==> src/mutex_deadlock_detector_unit_assert.svh <==
// Assertion macros shared by the deadlock detector modules.
`ifndef MUTEX_DEADLOCK_DETECTOR_UNIT_ASSERT_SVH
`define MUTEX_DEADLOCK_DETECTOR_UNIT_ASSERT_SVH

// Consequent must hold in the same cycle as the antecedent.
`define MDD_ASSERT_NOW(label, clk, rst, ante, cons, msg) \
   label: assert property (@(posedge clk) disable iff (rst) (ante) |-> (cons)) \
      else $error(msg);

// Consequent must hold in the cycle after the antecedent.
`define MDD_ASSERT_NEXT(label, clk, rst, ante, cons, msg) \
   label: assert property (@(posedge clk) disable iff (rst) (ante) |=> (cons)) \
      else $error(msg);

`endif

==> src/mdd_pkg.sv <==
// Shared constants, types and helpers for the mutex deadlock detector.
package mdd_pkg;

   localparam int THREADS      = 16;
   localparam int MUTEXES      = 64;
   localparam int TW           = $clog2(THREADS);
   localparam int CW           = $clog2(THREADS + 1);
   localparam int MW           = $clog2(MUTEXES);
   localparam int CFG_W        = 5;
   localparam int RESET_ACTIVE = 16;
   localparam int STEP_LIMIT   = 4 * THREADS;
   localparam int SW           = $clog2(STEP_LIMIT + 1);
   localparam int OP_W         = 2;
   localparam int REQ_DATA_W   = ((TW + MW + 7) / 8) * 8;
   localparam int RSP_DATA_W   = ((1 + TW + 7) / 8) * 8;

   typedef enum logic [OP_W-1:0] {
      OP_NEED = 2'd0,
      OP_HAVE = 2'd1,
      OP_FREE = 2'd2
   } opcode_type;

   typedef struct packed {
      opcode_type      opcode;
      logic [TW-1:0]   thread;
      logic [MW-1:0]   mutex;
   } event_type;

   // one lookup of the wait-for graph: does the vertex have an edge, and to whom
   typedef struct packed {
      logic            valid;
      logic [TW-1:0]   target;
   } follow_rsp_type;

   function automatic logic [CW-1:0] clamp_active(input logic [CFG_W-1:0] value);
      logic [CW-1:0] result;
      if (value == '0) begin
         result = CW'(1);
      end else if (32'(value) > 32'(THREADS)) begin
         result = CW'(THREADS);
      end else begin
         result = CW'(value);
      end
      return result;
   endfunction

endpackage

==> src/mdd_ram.sv <==
// Generic simple dual-port RAM with registered read.
module mdd_ram #(
   parameter int WIDTH = 8,
   parameter int DEPTH = 16
) (
   input  logic                     clock,
   input  logic                     wr_en,
   input  logic [$clog2(DEPTH)-1:0] wr_addr,
   input  logic [WIDTH-1:0]         wr_data,
   input  logic [$clog2(DEPTH)-1:0] rd_addr,
   output logic [WIDTH-1:0]         rd_data
);

   logic [WIDTH-1:0] mem_ff [DEPTH];
   logic [WIDTH-1:0] rd_data_ff;

   always_ff @(posedge clock) begin
      if (wr_en) begin
         mem_ff[wr_addr] <= wr_data;
      end
      rd_data_ff <= mem_ff[rd_addr];
   end

   assign rd_data = rd_data_ff;

endmodule

==> src/mdd_graph.sv <==
// Wait-for graph state: per-thread wanted mutex and wait edge, per-mutex holder.
module mdd_graph (
   input  logic                          clock,
   input  logic                          reset,
   input  logic [mdd_pkg::MW-1:0]        hold_rd_addr,
   input  logic                          upd_en,
   input  mdd_pkg::event_type            upd_event,
   input  logic [mdd_pkg::CW-1:0]        active_count,
   input  logic [mdd_pkg::TW-1:0]        follow_vertex,
   output mdd_pkg::follow_rsp_type       follow_rsp
);

   logic [mdd_pkg::THREADS-1:0] wanted_valid_ff, wanted_valid_in;
   logic [mdd_pkg::MW-1:0]      wanted_idx_ff [mdd_pkg::THREADS];
   logic [mdd_pkg::MW-1:0]      wanted_idx_in [mdd_pkg::THREADS];
   logic [mdd_pkg::THREADS-1:0] wait_valid_ff, wait_valid_in;
   logic [mdd_pkg::TW-1:0]      wait_tgt_ff [mdd_pkg::THREADS];
   logic [mdd_pkg::TW-1:0]      wait_tgt_in [mdd_pkg::THREADS];
   logic [mdd_pkg::MUTEXES-1:0] hold_valid_ff, hold_valid_in;
   logic [mdd_pkg::TW-1:0]      hold_idx;
   logic                        hold_wr_en;

   // holder thread ids live in RAM; the valid flops say which entries mean anything
   assign hold_wr_en = upd_en && (upd_event.opcode == mdd_pkg::OP_HAVE);

   mdd_ram #(
      .WIDTH (mdd_pkg::TW),
      .DEPTH (mdd_pkg::MUTEXES)
   ) u_hold_ram (
      .clock   (clock),
      .wr_en   (hold_wr_en),
      .wr_addr (upd_event.mutex),
      .wr_data (upd_event.thread),
      .rd_addr (hold_rd_addr),
      .rd_data (hold_idx)
   );

   always_comb begin
      wanted_valid_in = wanted_valid_ff;
      wanted_idx_in   = wanted_idx_ff;
      wait_valid_in   = wait_valid_ff;
      wait_tgt_in     = wait_tgt_ff;
      hold_valid_in   = hold_valid_ff;
      if (upd_en) begin
         case (upd_event.opcode)
            mdd_pkg::OP_NEED: begin
               wanted_valid_in[upd_event.thread] = 1'b1;
               wanted_idx_in[upd_event.thread]   = upd_event.mutex;
               wait_valid_in[upd_event.thread]   = hold_valid_ff[upd_event.mutex];
               wait_tgt_in[upd_event.thread]     = hold_idx;
            end
            mdd_pkg::OP_HAVE: begin
               hold_valid_in[upd_event.mutex] = 1'b1;
               for (int i = 0; i < mdd_pkg::THREADS; i++) begin
                  if (mdd_pkg::TW'(i) == upd_event.thread) begin
                     wanted_valid_in[i] = 1'b0;
                     wait_valid_in[i]   = 1'b0;
                  end else if ((mdd_pkg::CW'(i) < active_count) && wanted_valid_ff[i] &&
                               (wanted_idx_ff[i] == upd_event.mutex)) begin
                     wait_valid_in[i] = 1'b1;
                     wait_tgt_in[i]   = upd_event.thread;
                  end
               end
            end
            mdd_pkg::OP_FREE: begin
               hold_valid_in[upd_event.mutex] = 1'b0;
               for (int i = 0; i < mdd_pkg::THREADS; i++) begin
                  if ((mdd_pkg::CW'(i) < active_count) && wanted_valid_ff[i] &&
                      (wanted_idx_ff[i] == upd_event.mutex)) begin
                     wait_valid_in[i] = 1'b0;
                  end
               end
            end
            default: begin
            end
         endcase
      end
   end

   always_ff @(posedge clock) begin
      if (reset) begin
         wanted_valid_ff <= '0;
         wait_valid_ff   <= '0;
         hold_valid_ff   <= '0;
      end else begin
         wanted_valid_ff <= wanted_valid_in;
         wait_valid_ff   <= wait_valid_in;
         hold_valid_ff   <= hold_valid_in;
      end
   end

   always_ff @(posedge clock) begin
      wanted_idx_ff <= wanted_idx_in;
      wait_tgt_ff   <= wait_tgt_in;
   end

   // the single edge-lookup port shared by every step of the walk
   assign follow_rsp.valid  = wait_valid_ff[follow_vertex];
   assign follow_rsp.target = wait_tgt_ff[follow_vertex];

endmodule

==> src/mdd_walker.sv <==
// Cycle search sequencer: tortoise-and-hare walks and cycle listing over one edge port.
`include "mutex_deadlock_detector_unit_assert.svh"

module mdd_walker (
   input  logic                          clock,
   input  logic                          reset,
   input  logic                          start,
   input  logic [mdd_pkg::CW-1:0]        active_count,
   output logic [mdd_pkg::TW-1:0]        follow_vertex,
   input  mdd_pkg::follow_rsp_type       follow_rsp,
   output logic                          busy,
   input  logic                          rsp_ready,
   output logic                          rsp_valid,
   output logic                          rsp_deadlock,
   output logic [mdd_pkg::TW-1:0]        rsp_member,
   output logic                          rsp_last
);

   typedef enum logic [5:0] {
      W_IDLE  = 6'b000001,
      W_START = 6'b000010,
      W_F1    = 6'b000100,
      W_F2    = 6'b001000,
      W_S1    = 6'b010000,
      W_EMIT  = 6'b100000
   } walk_state_type;

   walk_state_type               state_ff, state_in;
   logic [mdd_pkg::CW-1:0]       root_ff, root_in;
   logic [mdd_pkg::TW-1:0]       slow_ff, slow_in;
   logic [mdd_pkg::TW-1:0]       fast_ff, fast_in;
   logic [mdd_pkg::TW-1:0]       f1_ff, f1_in;
   logic [mdd_pkg::TW-1:0]       f2_ff, f2_in;
   logic [mdd_pkg::SW-1:0]       steps_ff, steps_in;
   logic [mdd_pkg::THREADS-1:0]  visited_ff, visited_in;
   logic [mdd_pkg::TW-1:0]       it_ff, it_in;
   logic [mdd_pkg::TW-1:0]       origin_ff, origin_in;
   logic [mdd_pkg::CW-1:0]       count_ff, count_in;
   logic                         out_valid_ff, out_valid_in;
   logic                         out_deadlock_ff, out_deadlock_in;
   logic [mdd_pkg::TW-1:0]       out_member_ff, out_member_in;
   logic                         out_last_ff, out_last_in;
   logic                         out_free;
   logic [mdd_pkg::CW-1:0]       count_next;
   logic                         emit_last;

   assign out_free   = !out_valid_ff || rsp_ready;
   assign count_next = count_ff + mdd_pkg::CW'(1);
   assign emit_last  = !(follow_rsp.valid && (follow_rsp.target != origin_ff) &&
                         (count_next < active_count));

   always_comb begin
      case (state_ff)
         W_F1:    follow_vertex = fast_ff;
         W_F2:    follow_vertex = f1_ff;
         W_S1:    follow_vertex = slow_ff;
         W_EMIT:  follow_vertex = it_ff;
         default: follow_vertex = fast_ff;
      endcase
   end

   always_comb begin
      state_in        = state_ff;
      root_in         = root_ff;
      slow_in         = slow_ff;
      fast_in         = fast_ff;
      f1_in           = f1_ff;
      f2_in           = f2_ff;
      steps_in        = steps_ff;
      visited_in      = visited_ff;
      it_in           = it_ff;
      origin_in       = origin_ff;
      count_in        = count_ff;
      out_valid_in    = out_valid_ff && !rsp_ready;
      out_deadlock_in = out_deadlock_ff;
      out_member_in   = out_member_ff;
      out_last_in     = out_last_ff;
      case (state_ff)
         W_IDLE: begin
            if (start) begin
               visited_in = '0;
               root_in    = '0;
               state_in   = W_START;
            end
         end
         W_START: begin
            if (root_ff >= active_count) begin
               // no walk met itself: one clean transaction
               if (out_free) begin
                  out_valid_in    = 1'b1;
                  out_deadlock_in = 1'b0;
                  out_member_in   = '0;
                  out_last_in     = 1'b1;
                  state_in        = W_IDLE;
               end
            end else if (visited_ff[root_ff[mdd_pkg::TW-1:0]]) begin
               root_in = root_ff + mdd_pkg::CW'(1);
            end else begin
               slow_in  = root_ff[mdd_pkg::TW-1:0];
               fast_in  = root_ff[mdd_pkg::TW-1:0];
               steps_in = '0;
               state_in = W_F1;
            end
         end
         W_F1: begin
            if ((steps_ff >= mdd_pkg::SW'(mdd_pkg::STEP_LIMIT)) || !follow_rsp.valid) begin
               root_in  = root_ff + mdd_pkg::CW'(1);
               state_in = W_START;
            end else begin
               f1_in    = follow_rsp.target;
               state_in = W_F2;
            end
         end
         W_F2: begin
            if (!follow_rsp.valid) begin
               root_in  = root_ff + mdd_pkg::CW'(1);
               state_in = W_START;
            end else begin
               f2_in               = follow_rsp.target;
               visited_in[slow_ff] = 1'b1;
               visited_in[fast_ff] = 1'b1;
               state_in            = W_S1;
            end
         end
         W_S1: begin
            if (!follow_rsp.valid) begin
               root_in  = root_ff + mdd_pkg::CW'(1);
               state_in = W_START;
            end else begin
               slow_in  = follow_rsp.target;
               fast_in  = f2_ff;
               steps_in = steps_ff + mdd_pkg::SW'(1);
               if (follow_rsp.target == f2_ff) begin
                  origin_in = follow_rsp.target;
                  it_in     = follow_rsp.target;
                  count_in  = '0;
                  state_in  = W_EMIT;
               end else begin
                  state_in = W_F1;
               end
            end
         end
         W_EMIT: begin
            if (out_free) begin
               out_valid_in    = 1'b1;
               out_deadlock_in = 1'b1;
               out_member_in   = it_ff;
               out_last_in     = emit_last;
               it_in           = follow_rsp.target;
               count_in        = count_next;
               if (emit_last) begin
                  state_in = W_IDLE;
               end
            end
         end
         default: begin
            state_in = W_IDLE;
         end
      endcase
   end

   always_ff @(posedge clock) begin
      if (reset) begin
         state_ff     <= W_IDLE;
         out_valid_ff <= 1'b0;
         root_ff      <= '0;
         steps_ff     <= '0;
         count_ff     <= '0;
         visited_ff   <= '0;
      end else begin
         state_ff     <= state_in;
         out_valid_ff <= out_valid_in;
         root_ff      <= root_in;
         steps_ff     <= steps_in;
         count_ff     <= count_in;
         visited_ff   <= visited_in;
      end
   end

   always_ff @(posedge clock) begin
      slow_ff         <= slow_in;
      fast_ff         <= fast_in;
      f1_ff           <= f1_in;
      f2_ff           <= f2_in;
      it_ff           <= it_in;
      origin_ff       <= origin_in;
      out_deadlock_ff <= out_deadlock_in;
      out_member_ff   <= out_member_in;
      out_last_ff     <= out_last_in;
   end

   assign busy         = (state_ff != W_IDLE);
   assign rsp_valid    = out_valid_ff;
   assign rsp_deadlock = out_deadlock_ff;
   assign rsp_member   = out_member_ff;
   assign rsp_last     = out_last_ff;

   `MDD_ASSERT_NOW(a_walk_marks, clock, reset, state_ff == W_S1, visited_ff[slow_ff] && visited_ff[fast_ff], "walk vertices not marked before slow step")
   `MDD_ASSERT_NOW(a_step_bound, clock, reset, state_ff == W_S1, steps_ff < mdd_pkg::SW'(mdd_pkg::STEP_LIMIT), "walk ran past its step limit")
   `MDD_ASSERT_NOW(a_emit_bound, clock, reset, state_ff == W_EMIT, count_ff < mdd_pkg::CW'(mdd_pkg::THREADS), "cycle listing longer than thread count")
   `MDD_ASSERT_NOW(a_emit_origin, clock, reset, state_ff == W_EMIT && count_ff == '0, it_ff == origin_ff, "cycle listing does not begin at meeting vertex")

endmodule

==> src/mutex_deadlock_detector_unit.sv <==
// Top level of the mutex deadlock detector: event intake, config register, wiring.
//
// Tracks a wait-for graph of up to 16 threads and 64 mutexes from need, have and
// free events and, on each need event, searches it for a wait cycle. One event is
// taken at a time; req_tready is low until the event is done. A have or free event
// is accepted, then applied as a graph update. A need event is accepted, applied as
// a graph update and followed by the search, and control is handed back once the
// search is done. The search runs on a single edge-lookup port of the graph: it looks
// at start vertices in turn (marked or not), walks tortoise-and-hare from unmarked
// ones (three lookups per step, at most 4*THREADS steps per start, plus the lookup
// that ends a walk), then gives the no-deadlock result or one result per reported
// cycle member, held up while the rsp side stalls. The last result sits in the
// output register while the next event is accepted. Mutex holder ids live in a RAM
// gated by per-entry valid flops, so there is no clearing pass after reset.
`include "mutex_deadlock_detector_unit_assert.svh"

module mutex_deadlock_detector_unit (
   input  logic                              clock,
   input  logic                              reset,
   input  logic                              csr_write_enable,
   input  logic [mdd_pkg::CFG_W-1:0]         csr_write_data,   // active_threads
   input  logic                              req_tvalid,
   output logic                              req_tready,
   input  logic [mdd_pkg::REQ_DATA_W-1:0]    req_tdata,        // thread_index, mutex_index
   input  logic [mdd_pkg::OP_W-1:0]          req_tuser,        // opcode
   output logic                              rsp_tvalid,
   input  logic                              rsp_tready,
   output logic [mdd_pkg::RSP_DATA_W-1:0]    rsp_tdata,        // deadlock, member_thread
   output logic                              rsp_tlast         // last
);

   typedef enum logic [2:0] {
      ST_IDLE = 3'b001,
      ST_EXEC = 3'b010,
      ST_WALK = 3'b100
   } top_state_type;

   top_state_type                  state_ff, state_in;
   mdd_pkg::event_type             ev_ff, ev_in;
   logic [mdd_pkg::CFG_W-1:0]      active_ff, active_in;
   logic [mdd_pkg::CW-1:0]         active_count;
   logic                           accept;
   logic                           upd_en;
   logic                           walk_start;
   logic                           walk_busy;
   logic [mdd_pkg::TW-1:0]         follow_vertex;
   mdd_pkg::follow_rsp_type        follow_rsp;
   logic                           rsp_deadlock;
   logic [mdd_pkg::TW-1:0]         rsp_member;
   logic [mdd_pkg::MW-1:0]         req_mutex;

   assign req_tready   = (state_ff == ST_IDLE);
   assign accept       = req_tvalid && req_tready;
   assign active_count = mdd_pkg::clamp_active(active_ff);
   assign req_mutex    = req_tdata[mdd_pkg::TW+mdd_pkg::MW-1:mdd_pkg::TW];
   assign active_in    = csr_write_enable ? csr_write_data : active_ff;

   always_comb begin
      ev_in = ev_ff;
      if (accept) begin
         ev_in.opcode = mdd_pkg::opcode_type'(req_tuser);
         ev_in.thread = req_tdata[mdd_pkg::TW-1:0];
         ev_in.mutex  = req_mutex;
      end
   end

   always_comb begin
      state_in   = state_ff;
      upd_en     = 1'b0;
      walk_start = 1'b0;
      case (state_ff)
         ST_IDLE: begin
            if (accept) begin
               state_in = ST_EXEC;
            end
         end
         ST_EXEC: begin
            // holder RAM read issued at accept is valid here
            upd_en = 1'b1;
            if (ev_ff.opcode == mdd_pkg::OP_NEED) begin
               walk_start = 1'b1;
               state_in   = ST_WALK;
            end else begin
               state_in = ST_IDLE;
            end
         end
         ST_WALK: begin
            if (!walk_busy) begin
               state_in = ST_IDLE;
            end
         end
         default: begin
            state_in = ST_IDLE;
         end
      endcase
   end

   always_ff @(posedge clock) begin
      if (reset) begin
         state_ff  <= ST_IDLE;
         active_ff <= mdd_pkg::CFG_W'(mdd_pkg::RESET_ACTIVE);
      end else begin
         state_ff  <= state_in;
         active_ff <= active_in;
      end
   end

   always_ff @(posedge clock) begin
      ev_ff <= ev_in;
   end

   mdd_graph u_graph (
      .clock         (clock),
      .reset         (reset),
      .hold_rd_addr  (req_mutex),
      .upd_en        (upd_en),
      .upd_event     (ev_ff),
      .active_count  (active_count),
      .follow_vertex (follow_vertex),
      .follow_rsp    (follow_rsp)
   );

   mdd_walker u_walker (
      .clock         (clock),
      .reset         (reset),
      .start         (walk_start),
      .active_count  (active_count),
      .follow_vertex (follow_vertex),
      .follow_rsp    (follow_rsp),
      .busy          (walk_busy),
      .rsp_ready     (rsp_tready),
      .rsp_valid     (rsp_tvalid),
      .rsp_deadlock  (rsp_deadlock),
      .rsp_member    (rsp_member),
      .rsp_last      (rsp_tlast)
   );

   assign rsp_tdata = mdd_pkg::RSP_DATA_W'({rsp_member, rsp_deadlock});

   `MDD_ASSERT_NEXT(a_need_starts_walk, clock, reset, state_ff == ST_EXEC && ev_ff.opcode == mdd_pkg::OP_NEED, walk_busy, "need transaction did not start the search")
   `MDD_ASSERT_NOW(a_walk_blocks_req, clock, reset, walk_busy, !req_tready, "new transaction accepted during search")

endmodule

==> config.mk <==
export PLATFORM = sky130hd
export DESIGN_NAME = mutex_deadlock_detector_unit
export DESIGN_NICKNAME = d
export VERILOG_FILES = /design/src/mdd_pkg.sv /design/src/mdd_ram.sv /design/src/mdd_graph.sv /design/src/mdd_walker.sv /design/src/mutex_deadlock_detector_unit.sv
export VERILOG_INCLUDE_DIRS = /design/src /design/src/src
export SDC_FILE = /design/constraint.sdc
export NUM_CORES = 1
export LEC_CHECK = 0
export BUFFER_PORTS_ARGS = -buffer_cell sky130_fd_sc_hd__buf_4
export CAP_MARGIN = 20
export CORE_AREA = 2 2 277 251
export CTS_CLUSTER_DIAMETER = 40
export CTS_CLUSTER_SIZE = 40
export DETAILED_ROUTE_END_ITERATION = 16
export DIE_AREA = 0 0 279 253
export SLEW_MARGIN = 30
export SYNTH_ARGS = -nofsm -noshare
export SYNTH_HDL_FRONTEND = slang
export SYNTH_HIERARCHICAL = 1
export SYNTH_SLANG_ARGS = --single-unit
export TNS_END_PERCENT = 20
==> constraint.sdc <==
create_clock -name clock -period 5.9 [get_ports clock]
set_clock_uncertainty 0.2 [all_clocks]
set_input_delay 0.59 -clock clock [delete_from_list [all_inputs] [get_ports clock]]
set_output_delay 0.59 -clock clock [all_outputs]
set_load 0.05 [all_outputs]
==> results of run 1 <==
-- final timing paths --
path	cells past startpoint	from	end
worst max-delay path	12	u_walker/state_ff[4]	u_walker/state_ff[1]
worst min-delay path	3	csr_write_data[1]	active_ff[1]
worst max register to register	12	u_walker/state_ff[4]	u_walker/state_ff[1]
worst min register to register	2	u_walker/visited_ff[0]	u_walker/visited_ff[0]
-- layer usage --
layer | up-vias | track usage (%)
li1 | 7727 | -
met1 | 8716 | 25.2
met2 | 665 | 28.9
met3 | 122 | 3.55
met4 | 0 | 5.73
met5 | - | 0
-- power by group through the flow --
stage	registers [mW]	clock network [mW]	logic [mW]
floorplan	4.77	0	0.557
global placement	4.78	0	0.740
detailed placement	4.79	0	0.766
CTS	4.70	5.10	0.777
global route	4.70	5.28	0.854
finish	4.70	5.00	0.784
-- cell usage in the layout, fill, tap and decap left out, types with 25 or more instances in the layout --
cell       instances
a21oi_1          122
o22ai_1           25
edfxtp_1         458
dfxtp_1          148
nand2_1          112
xor2_1            41
clkbuf_16         80
nand3_1           49
o21ai_0           97
buf_4             57
nand2b_1          26
nor2_1           139
inv_1             25
mux4_2           109
xnor2_1           67
a311oi_1          64
-- metrics by stage --
| step | hold slack, ns | setup WS, ns |
|---|---|---|
| 2_1_floorplan | 0.229 | 1.34 |
| 3_3_place_gp | 0.244 | 0.878 |
| 3_5_place_dp | 0.255 | 0.878 |
| 4_1_cts | 0.00495 | 0.859 |
| 5_1_grt | 0.0296 | 0.580 |
| 6_report | 0.0378 | 0.831 |
-- worst reg2reg max path, delay by kind of cell, from the launching register on --
| kind | cells | cell delay, ns |
|---|---|---|
| flops | 1 | 0.36 |
| simple gates | 5 | 2.06 |
| xor+xnor | 1 | 0.23 |
| compound gates | 3 | 0.62 |
| mux | 3 | 1.49 |
-- repair_timing --
item / in CTS / in global routing
hold buffers: 10 / 0
hold endpoints to repair: 10 / 0
buffers inserted: 0 / 0
-- cell type report --
cell class,count,area [um^2],share of cell area (%)
flip-flops and latches,606,16700,54.4
well taps,883,1100,3.59
clock inverters,63,771,2.51
inverters,28,105,0.342
clock buffers,86,2040,6.65
repair buffers,69,559,1.82
multi-input cells,1193,9440,30.7
-- cell families (layout without fill, tap and decap cells) --
kind of cell,count (synthesis),in the layout,share of synthesized area [%]
compound gates,450,450,11.2
fa+ha+maj,16,16,0.745
xor+xnor,108,108,3.52
buf+inv,183,246,3.07
simple gates,473,473,8.72
flops,606,606,62.2
mux,143,143,10.5
other cells,1,3,0.0140
==> impl_metrics.csv, run 1 <==
group,metric,value,unit
clock_tree,clk_pin_slew,0.06,ns
clock_tree,clockRootBuffer,"clkbuf_16",
final_layout,layout-drive-gt1-share,18.3,%
setup_path,timing.critical_path.max_delay_family,"simple AND/OR/NAND/NOR gates",
flow_run,maxCapViolations,0,
route,dr_wl_met2,29800,um
synthesis,synth_top_area_share,51.2,%
route,dr_wl_met3,4520,um
setup_path,critical_path_arrival,5.40,ns
route,viasPerCell,5.88,
final_layout,final_area,0.0307,mm^2
status,outcome,"completed",
final_layout,insertedDiodeCount,0,
setup_path,crit_fanout,18,
timing,slew_headroom,32.1,%
power,switching_share,25.5,%
setup_path,crit_chain,"or4_1, nor2_1, nor2_1, a32oi_1, nand2_1, mux4_2, mux4_2, xor2_1, o41ai_1, or4_1, o211ai_1, mux2_2",
global_route,grtUsageTotal,18.2,%
synthesis,synth.cell_area,0.0269,mm^2
placement,place_area,0.0278,mm^2
placement,dp.cells,2769,
route,top_layer,"met4",
setup_path,max_stage_delay,0.63,ns
final_layout,fin_util,45.2,%
placement,dp_hpwl,40100,um
setup_path,worstSetupEndpointType,"flip-flop",
timing,maxSlewViolCount,0,
final_layout,nFillCells,5967,
route,drcViolationCount,0,
final_layout,nets,2022,
power,pwr-share-seq,44.8,%
timing,final-hold-violation-count,0,
setup_path,cp_data_required_time,6.23,ns
floorplanning,core,0.0680,mm^2
setup_path,critPathBufInv,0,
synthesis,synth_edf_count,458,
synthesis,yosysTopAreaCell,"edfxtp_1",
timing,finalCritPeriodShare,85.9,%
power,power_frac_comb,7.5,%
synthesis,yosysSeqAreaShare,62.2,%
power,clkPwrFrac,47.7,%
timing,tightest_slew,1.02,ns
synthesis,synth-seq-cells,606,
power,leakagePower,9.87,nW
synthesis,synthTopCellsByArea,"edfxtp_1 51%, dfxtp_1 11%, mux4_2 9.1%",
global_route,grt_pass1_vias,16971,
power,powerDensity,341,mW/mm^2
clock_tree,cts_made_buffers,80,
route,via_count,17230,
route,wl_met1,28100,um
synthesis,synth_flop_cell,"edfxtp_1",
power,ir_drop,0.338,mV
clock_tree,cts_resized,0,
global_route,grt_max_degree,90,
global_route,overflow,0,
global_route,grt_pass1_wl,99400,um
clock_tree,cts_tree,"done",
clock_tree,cts_sinks,606,
floorplanning,die_h,253,um
setup_path,cpMaxStageDelayCell,"or4_1",
timing,setup_tns,0,ns
synthesis,ys_warn_count,6,
synthesis,avgSynthCellArea,13.6,um^2
clock_tree,cts_max_level,3,
setup_path,crit_path_start_kind,"flip-flop",
setup_path,setup.worst_path.class,"flip-flop to flip-flop",
route,antenna_left,0,
route,drt_first_pass_iters,5,
synthesis,synth_cells,1980,
route,wl_per_cell,21.9,um
synthesis,ys_types,82,
final_layout,fin_cells,2928,
synthesis,yosysMostFrequentCell,"edfxtp_1",
route,drtIter0Drc,1566,
power,p_int,7.81,mW
floorplanning,ios,39,
placement,port-buffer-count,29,
global_route,antenna_found_initial,0,
clock_tree,cts_buffer_depth,3,
route,wl,64000,um
timing,period_needed,5.07,ns
floorplanning,start_util,39.5,%
synthesis,synth_common_cells,"458 x edfxtp_1, 148 x dfxtp_1, 141 x nor2_1, 123 x a21oi_1, 112 x nand2_1",
placement,gp_congestion,0.854,
power,total_power,10.5,mW
timing,setup_viol,0,
hold_path,min-delay-path-class,"input port to flip-flop",
floorplanning,die-area,0.0706,mm^2
setup_path,reg2reg_slack,0.83,ns
synthesis,synthArstFlopShare,0,%
power,power.switching,2.67,mW
clock_tree,clock_latency,0.64,ns
timing,rsz0062_at_grt,"no",
final_layout,syn_to_final_growth,14.4,%
timing,fmax,197,MHz
floorplanning,rows,91,
floorplanning,die_w,279,um
(Power assumes the default switching activity.)
==> inputs of run 2 (changes only) <==
clock period = 6.4 ns   (was 5.9 ns; I/O delays follow)
==> impl_metrics.csv, run 2 (synthesis results as in run 1) <==
group,metric,value,unit
timing,final.setup.worst_slack,1.15,ns
global_route,antenna_found_initial,0,
timing,maxSlewViolCount,0,
setup_path,cp_data_required_time,6.73,ns
hold_path,min-delay-path-class,"input port to flip-flop",
timing,tightest_slew,1.01,ns
route,wl_per_cell,21.5,um
setup_path,worstSetupEndpointType,"flip-flop",
setup_path,crit_path_start_kind,"flip-flop",
power,leakagePower,9.94,nW
timing,fmax,190,MHz
timing,finalCritPeriodShare,82.1,%
floorplanning,rows,91,
clock_tree,post_cts_buffers,0,
clock_tree,clockRootBuffer,"clkbuf_16",
global_route,grtUsageTotal,17.9,%
setup_path,critical_path_arrival,5.58,ns
clock_tree,cts_made_buffers,82,
clock_tree,clock_latency,0.65,ns
route,wl,63200,um
final_layout,nets,2026,
final_layout,nFillCells,5935,
route,drtIter0Drc,1642,
setup_path,crit_fanout,20,
hold_path,min_to,"active_ff[0]",
global_route,grt_pass1_vias,16806,
setup_path,reg2reg_slack,1.15,ns
route,via_count,17163,
global_route,grt_max_degree,90,
floorplanning,start_util,39.5,%
timing,slew_headroom,32.7,%
timing,setup_tns,0,ns
final_layout,fin_util,45.4,%
clock_tree,clk_pin_slew,0.05,ns
final_layout,layout_commonest_cell,"edfxtp_1",
floorplanning,die-area,0.0706,mm^2
floorplanning,ios,39,
route,drcViolationCount,0,
placement,place_ws,1.18,ns
floorplanning,die_h,253,um
timing,final-hold-violation-count,0,
global_route,overflow,0,
status,outcome,"completed",
clock_tree,cts_tree,"done",
setup_path,setup.worst_path.class,"flip-flop to flip-flop",
flow_run,maxCapViolations,0,
global_route,grt_pass1_wl,98200,um
final_layout,insertedDiodeCount,0,
clock_tree,cts_resized,0,
timing,setup_viol,0,
hold_path,holdPathStages,3,
placement,port-buffer-count,29,
power,ir_drop,0.312,mV
final_layout,layout-drive-gt1-share,18.6,%
clock_tree,cts_buffer_depth,3,
setup_path,rr_endpoint,"u_walker/state_ff[1]",
route,antenna_left,0,
power,powerDensity,317,mW/mm^2
route,drt_first_pass_iters,5,
clock_tree,cts_max_level,3,
placement,gp_congestion,0.839,
timing,period_needed,5.25,ns
floorplanning,die_w,279,um
setup_path,r2r_start,"u_walker/state_ff[1]",
route,viasPerCell,5.85,
setup_path,r2r_cells,12,
clock_tree,cts_sinks,606,
placement,dp_hpwl,39900,um
hold_path,worstHoldStart,"csr_write_data[0]",
final_layout,final_cell_mix,"458 x edfxtp_1, 148 x dfxtp_1, 141 x nor2_1, 123 x a21oi_1, 112 x nand2_1",
final_layout,syn_to_final_growth,14.8,%
timing,rsz0062_at_grt,"no",
floorplanning,core,0.0680,mm^2
run 2: changes by cell type in the layout (fill, tap and decap cells not counted), sizes merged:
cell and delta:
inv +3, dlygate4sd3 -3, bufinv -1, clkbuf +5, buf +5, clkinvlp -2
run 2: cell type report:
class,instances,area (um^2),share of cell area [%]
Sequential cell,606,16700,54.2
Multi-Input combinational cell,1193,9420,30.5
Clock buffer,91,2160,7.00
Tap cell,883,1100,3.58
Clock inverter,63,792,2.57
Timing Repair Buffer,71,562,1.82
Inverter,28,105,0.341
run 2: worst max-delay path: stages, from the launching register on:
cell and delay [ns]:
dfxtp_1 0.38, or4_4 0.58, nor2_1 0.61, a221oi_1 0.20, nand2_1 0.11, buf_4 0.37
mux4_2 0.61, mux4_2 0.57, xor2_1 0.21, o41ai_1 0.49, or4_1 0.20, o211ai_1 0.24
mux2_2 0.35
run 2: stage by stage:
stage / power [mW] / hold WS, ns / instances / cell area [um^2]
5_1_grt: 10.1 / 0.0436 / 2935 / 30900
2_1_floorplan: 4.91 / 0.229 / 1982 / 26900
3_3_place_gp: 5.09 / 0.244 / 2772 / 27800
3_5_place_dp: 5.11 / 0.253 / 2772 / 27800
6_report: 9.79 / 0.0462 / 2935 / 30900
4_1_cts: 9.89 / 0.0114 / 2933 / 30800
run 2: layer usage:
| metal | GRT usage, % | wire, um |
|---|---|---|
| met5 | 0 | 0 |
| met2 | 28.7 | 29700 |
| met4 | 5.47 | 1520 |
| met3 | 3.69 | 4120 |
| met1 | 24.5 | 27800 |
run 2: power breakdown:
| part | switching [mW] | internal, mW |
|---|---|---|
| Clock | 1.97 | 2.78 |
| Sequential | 0.0605 | 4.27 |
| Combinational | 0.470 | 0.241 |
run 2: how the worst max path moves through the flow:
stage	startpoint	to	slack (ns)
2_1_floorplan	u_walker/state_ff[4]	u_walker/state_ff[1]	1.84
3_3_place_gp	u_walker/state_ff[1]	u_walker/state_ff[1]	1.23
3_5_place_dp	u_walker/state_ff[1]	u_walker/state_ff[1]	1.18
4_1_cts	u_walker/state_ff[1]	u_walker/state_ff[1]	1.16
5_1_grt	u_walker/state_ff[1]	u_walker/state_ff[1]	0.87
6_report	u_walker/state_ff[1]	u_walker/state_ff[1]	1.15
run 2: timing repair:
action	CTS	global route
endpoints found under the hold margin	7	0
hold buffers	7	0
endpoints found under the setup margin	0	0
==> inputs of run 3 (changes only) <==
ABC_AREA = 1   (was not set)
CORE_AREA = 2 2 286 259   (was 2 2 277 251)
DIE_AREA = 0 0 288 261   (was 0 0 279 253)
clock period = 4.3 ns   (was 6.4 ns; I/O delays follow)
==> impl_metrics.csv, run 3 <==
group,metric,value,unit
synthesis,ys_warn_count,6,
route,wl,74300,um
final_layout,fin_cells,4170,
clock_tree,cts_max_level,3,
synthesis,synth_common_cells,"755 x nand2_1, 458 x edfxtp_1, 326 x nand3_1, 279 x nor2_1, 269 x inv_1",
setup_path,worstSetupEndpointType,"flip-flop",
floorplanning,die_w,288,um
clock_tree,clk_pin_slew,0.06,ns
setup_path,startpoint,"u_walker/state_ff[0]",
timing,tightest_slew,1.02,ns
synthesis,synth_flop_cell,"edfxtp_1",
timing,fmax,257,MHz
hold_path,min_to,"ev_ff[2]",
route,drtIter0Drc,1736,
synthesis,yosysSeqAreaShare,58.4,%
timing,finalCritPeriodShare,90.7,%
route,via_count,21608,
flow_run,maxCapViolations,0,
global_route,grt_pass1_wl,115000,um
synthesis,synth.cell_area,0.0286,mm^2
synthesis,synthTopCellsByArea,"edfxtp_1 48%, dfxtp_1 10%, nand2_1 9.9%",
floorplanning,core,0.0724,mm^2
timing,rsz0062_at_grt,"yes",
placement,dp_hpwl,47400,um
final_layout,final_cell_mix,"753 x nand2_1, 458 x edfxtp_1, 326 x nand3_1, 278 x nor2_1, 268 x inv_1",
route,drcViolationCount,0,
synthesis,avgSynthCellArea,9.28,um^2
setup_path,critical_path_arrival,4.19,ns
final_layout,layout-drive-gt1-share,10.3,%
global_route,overflow,0,
setup_path,crit_fanout,8,
final_layout,nFillCells,6952,
global_route,antenna_found_initial,1,
synthesis,yosysTopAreaCell,"edfxtp_1",
hold_path,holdPathStages,1,
clock_tree,cts_buffer_depth,3,
clock_tree,cts_made_buffers,86,
final_layout,layout_commonest_cell,"nand2_1",
power,leakagePower,12.3,nW
floorplanning,die-area,0.0752,mm^2
setup_path,r2r_cells,21,
route,antenna_left,0,
timing,period_needed,3.90,ns
global_route,grtUsageTotal,19.6,%
synthesis,synth-seq-cells,606,
global_route,grt_max_degree,76,
setup_path,setup.worst_path.class,"flip-flop to flip-flop",
power,powerDensity,455,mW/mm^2
final_layout,fin_util,45.3,%
timing,slew_headroom,31.5,%
floorplanning,die_h,261,um
hold_path,min-delay-path-class,"input port to flip-flop",
setup_path,rr_endpoint,"u_walker/root_ff[1]",
floorplanning,start_util,39.5,%
synthesis,yosysMostFrequentCell,"nand2_1",
route,drt_first_pass_iters,6,
setup_path,cp_data_required_time,4.59,ns
placement,port-buffer-count,29,
clock_tree,cts_sinks,606,
placement,gp_congestion,0.867,
clock_tree,cts_tree,"done",
synthesis,synth_top_area_share,48.0,%
clock_tree,clockRootBuffer,"clkbuf_16",
final_layout,nets,3181,
floorplanning,ios,39,
synthesis,synth_cells,3085,
setup_path,crit_path_start_kind,"flip-flop",
status,outcome,"completed",
synthesis,synth_edf_count,458,
hold_path,worstHoldStart,"req_tdata[6]",
floorplanning,rows,94,
timing,holdWs,0.0991,ns
setup_path,reg2reg_slack,0.40,ns
global_route,grt_pass1_vias,20315,
timing,setup_viol,0,
route,wl_per_cell,17.8,um
setup_path,r2r_start,"u_walker/state_ff[0]",
final_layout,syn_to_final_growth,14.5,%
timing,final-hold-violation-count,0,
timing,maxSlewViolCount,0,
placement,dp.cells,3980,
clock_tree,clock_latency,0.65,ns
power,ir_drop,0.370,mV
route,viasPerCell,5.18,
synthesis,ys_types,54,
synthesis,synthArstFlopShare,0,%
[run 3: cells by family after synthesis]
group,Yosys count,share of synthesized area [%]
adders and majority gates,16,0.699
muxes,16,0.559
other,1,0.0131
and+or+nand+nor,1486,22.5
DFF,606,58.4
AOI/OAI and AO/OA,462,9.08
xor gates and xnor gates,57,1.74
buffers and inverters,441,7.06
[run 3: through the flow]
step                power, mW  area, um^2  worst slack [ns]  setup TNS, ns
floorplan                7.62       28700             0.582              0
global placement         8.00       29600             0.340              0
detailed placement       8.01       29600             0.259              0
CTS                      15.0       32800             0.214              0
global route             15.5       32800           -0.0337        -0.0337
finish                   14.9       32800             0.401              0
[run 3: worst max-delay path by stage]
stage	endpoint	slack, ns	cells after the start
5_1_grt	u_walker/count_ff[0]	-0.03	19
2_1_floorplan	u_walker/root_ff[1]	0.58	21
4_1_cts	u_walker/root_ff[1]	0.21	21
6_report	u_walker/root_ff[1]	0.40	21
3_3_place_gp	u_walker/root_ff[1]	0.34	21
3_5_place_dp	u_walker/root_ff[2]	0.26	20
[run 3: repair_timing]
action                                  4_1_cts  5_1_grt
setup buffers                                 0        2
hold buffers                                 27        0
endpoints found under the setup margin        0       24
endpoints found under the hold margin        23        0
resized for setup                             0        3
[run 3: critical path: stages (launching register included)]
cell and delay [ns]:
dfxtp_1 0.43, nor2_4 0.10, nand3_2 0.15, clkinv_2 0.14
nor2_1 0.22, inv_1 0.08, o21ai_0 0.39, clkinv_1 0.17
buf_4 0.20, nand2_1 0.07, o221ai_1 0.10, o21ai_1 0.24
inv_1 0.20, or2_2 0.34, nor2_1 0.17, nor2_1 0.07
nand3_1 0.14, nor2_4 0.08, nand2_2 0.10, nand2_1 0.06
nand2_1 0.06, nor2_1 0.04
[run 3: cell type report]
| type | instances | area (um^2) | share of cell area (%) |
|---|---|---|---|
| diodes | 1 | 2.50 | 0.00763 |
| clock buffers | 95 | 2240 | 6.82 |
| clock inverters | 65 | 678 | 2.07 |
| inverters | 296 | 1120 | 3.42 |
| multi-input cells | 2040 | 9930 | 30.3 |
| flip-flops and latches | 606 | 16700 | 51.0 |
| well taps | 960 | 1200 | 3.66 |
| repair buffers | 107 | 921 | 2.81 |
[run 3: where the power goes]
group	total [mW]	internal [mW]	switching [mW]	leakage, nW
Combinational	1.44	0.400	1.04	5.56
Sequential	6.48	6.39	0.0911	5.34
Clock	6.99	4.16	2.83	1.40
[run 3: routing by layer]
layer  vias to the layer above  track usage [%]  share of wire (%)
li1                      10562                -                  -
met1                     10270             27.3                 45
met2                       677             31.5                 46
met3                        99             3.37                6.7
met4                         0             5.44                2.0
met5                         -                0                  0
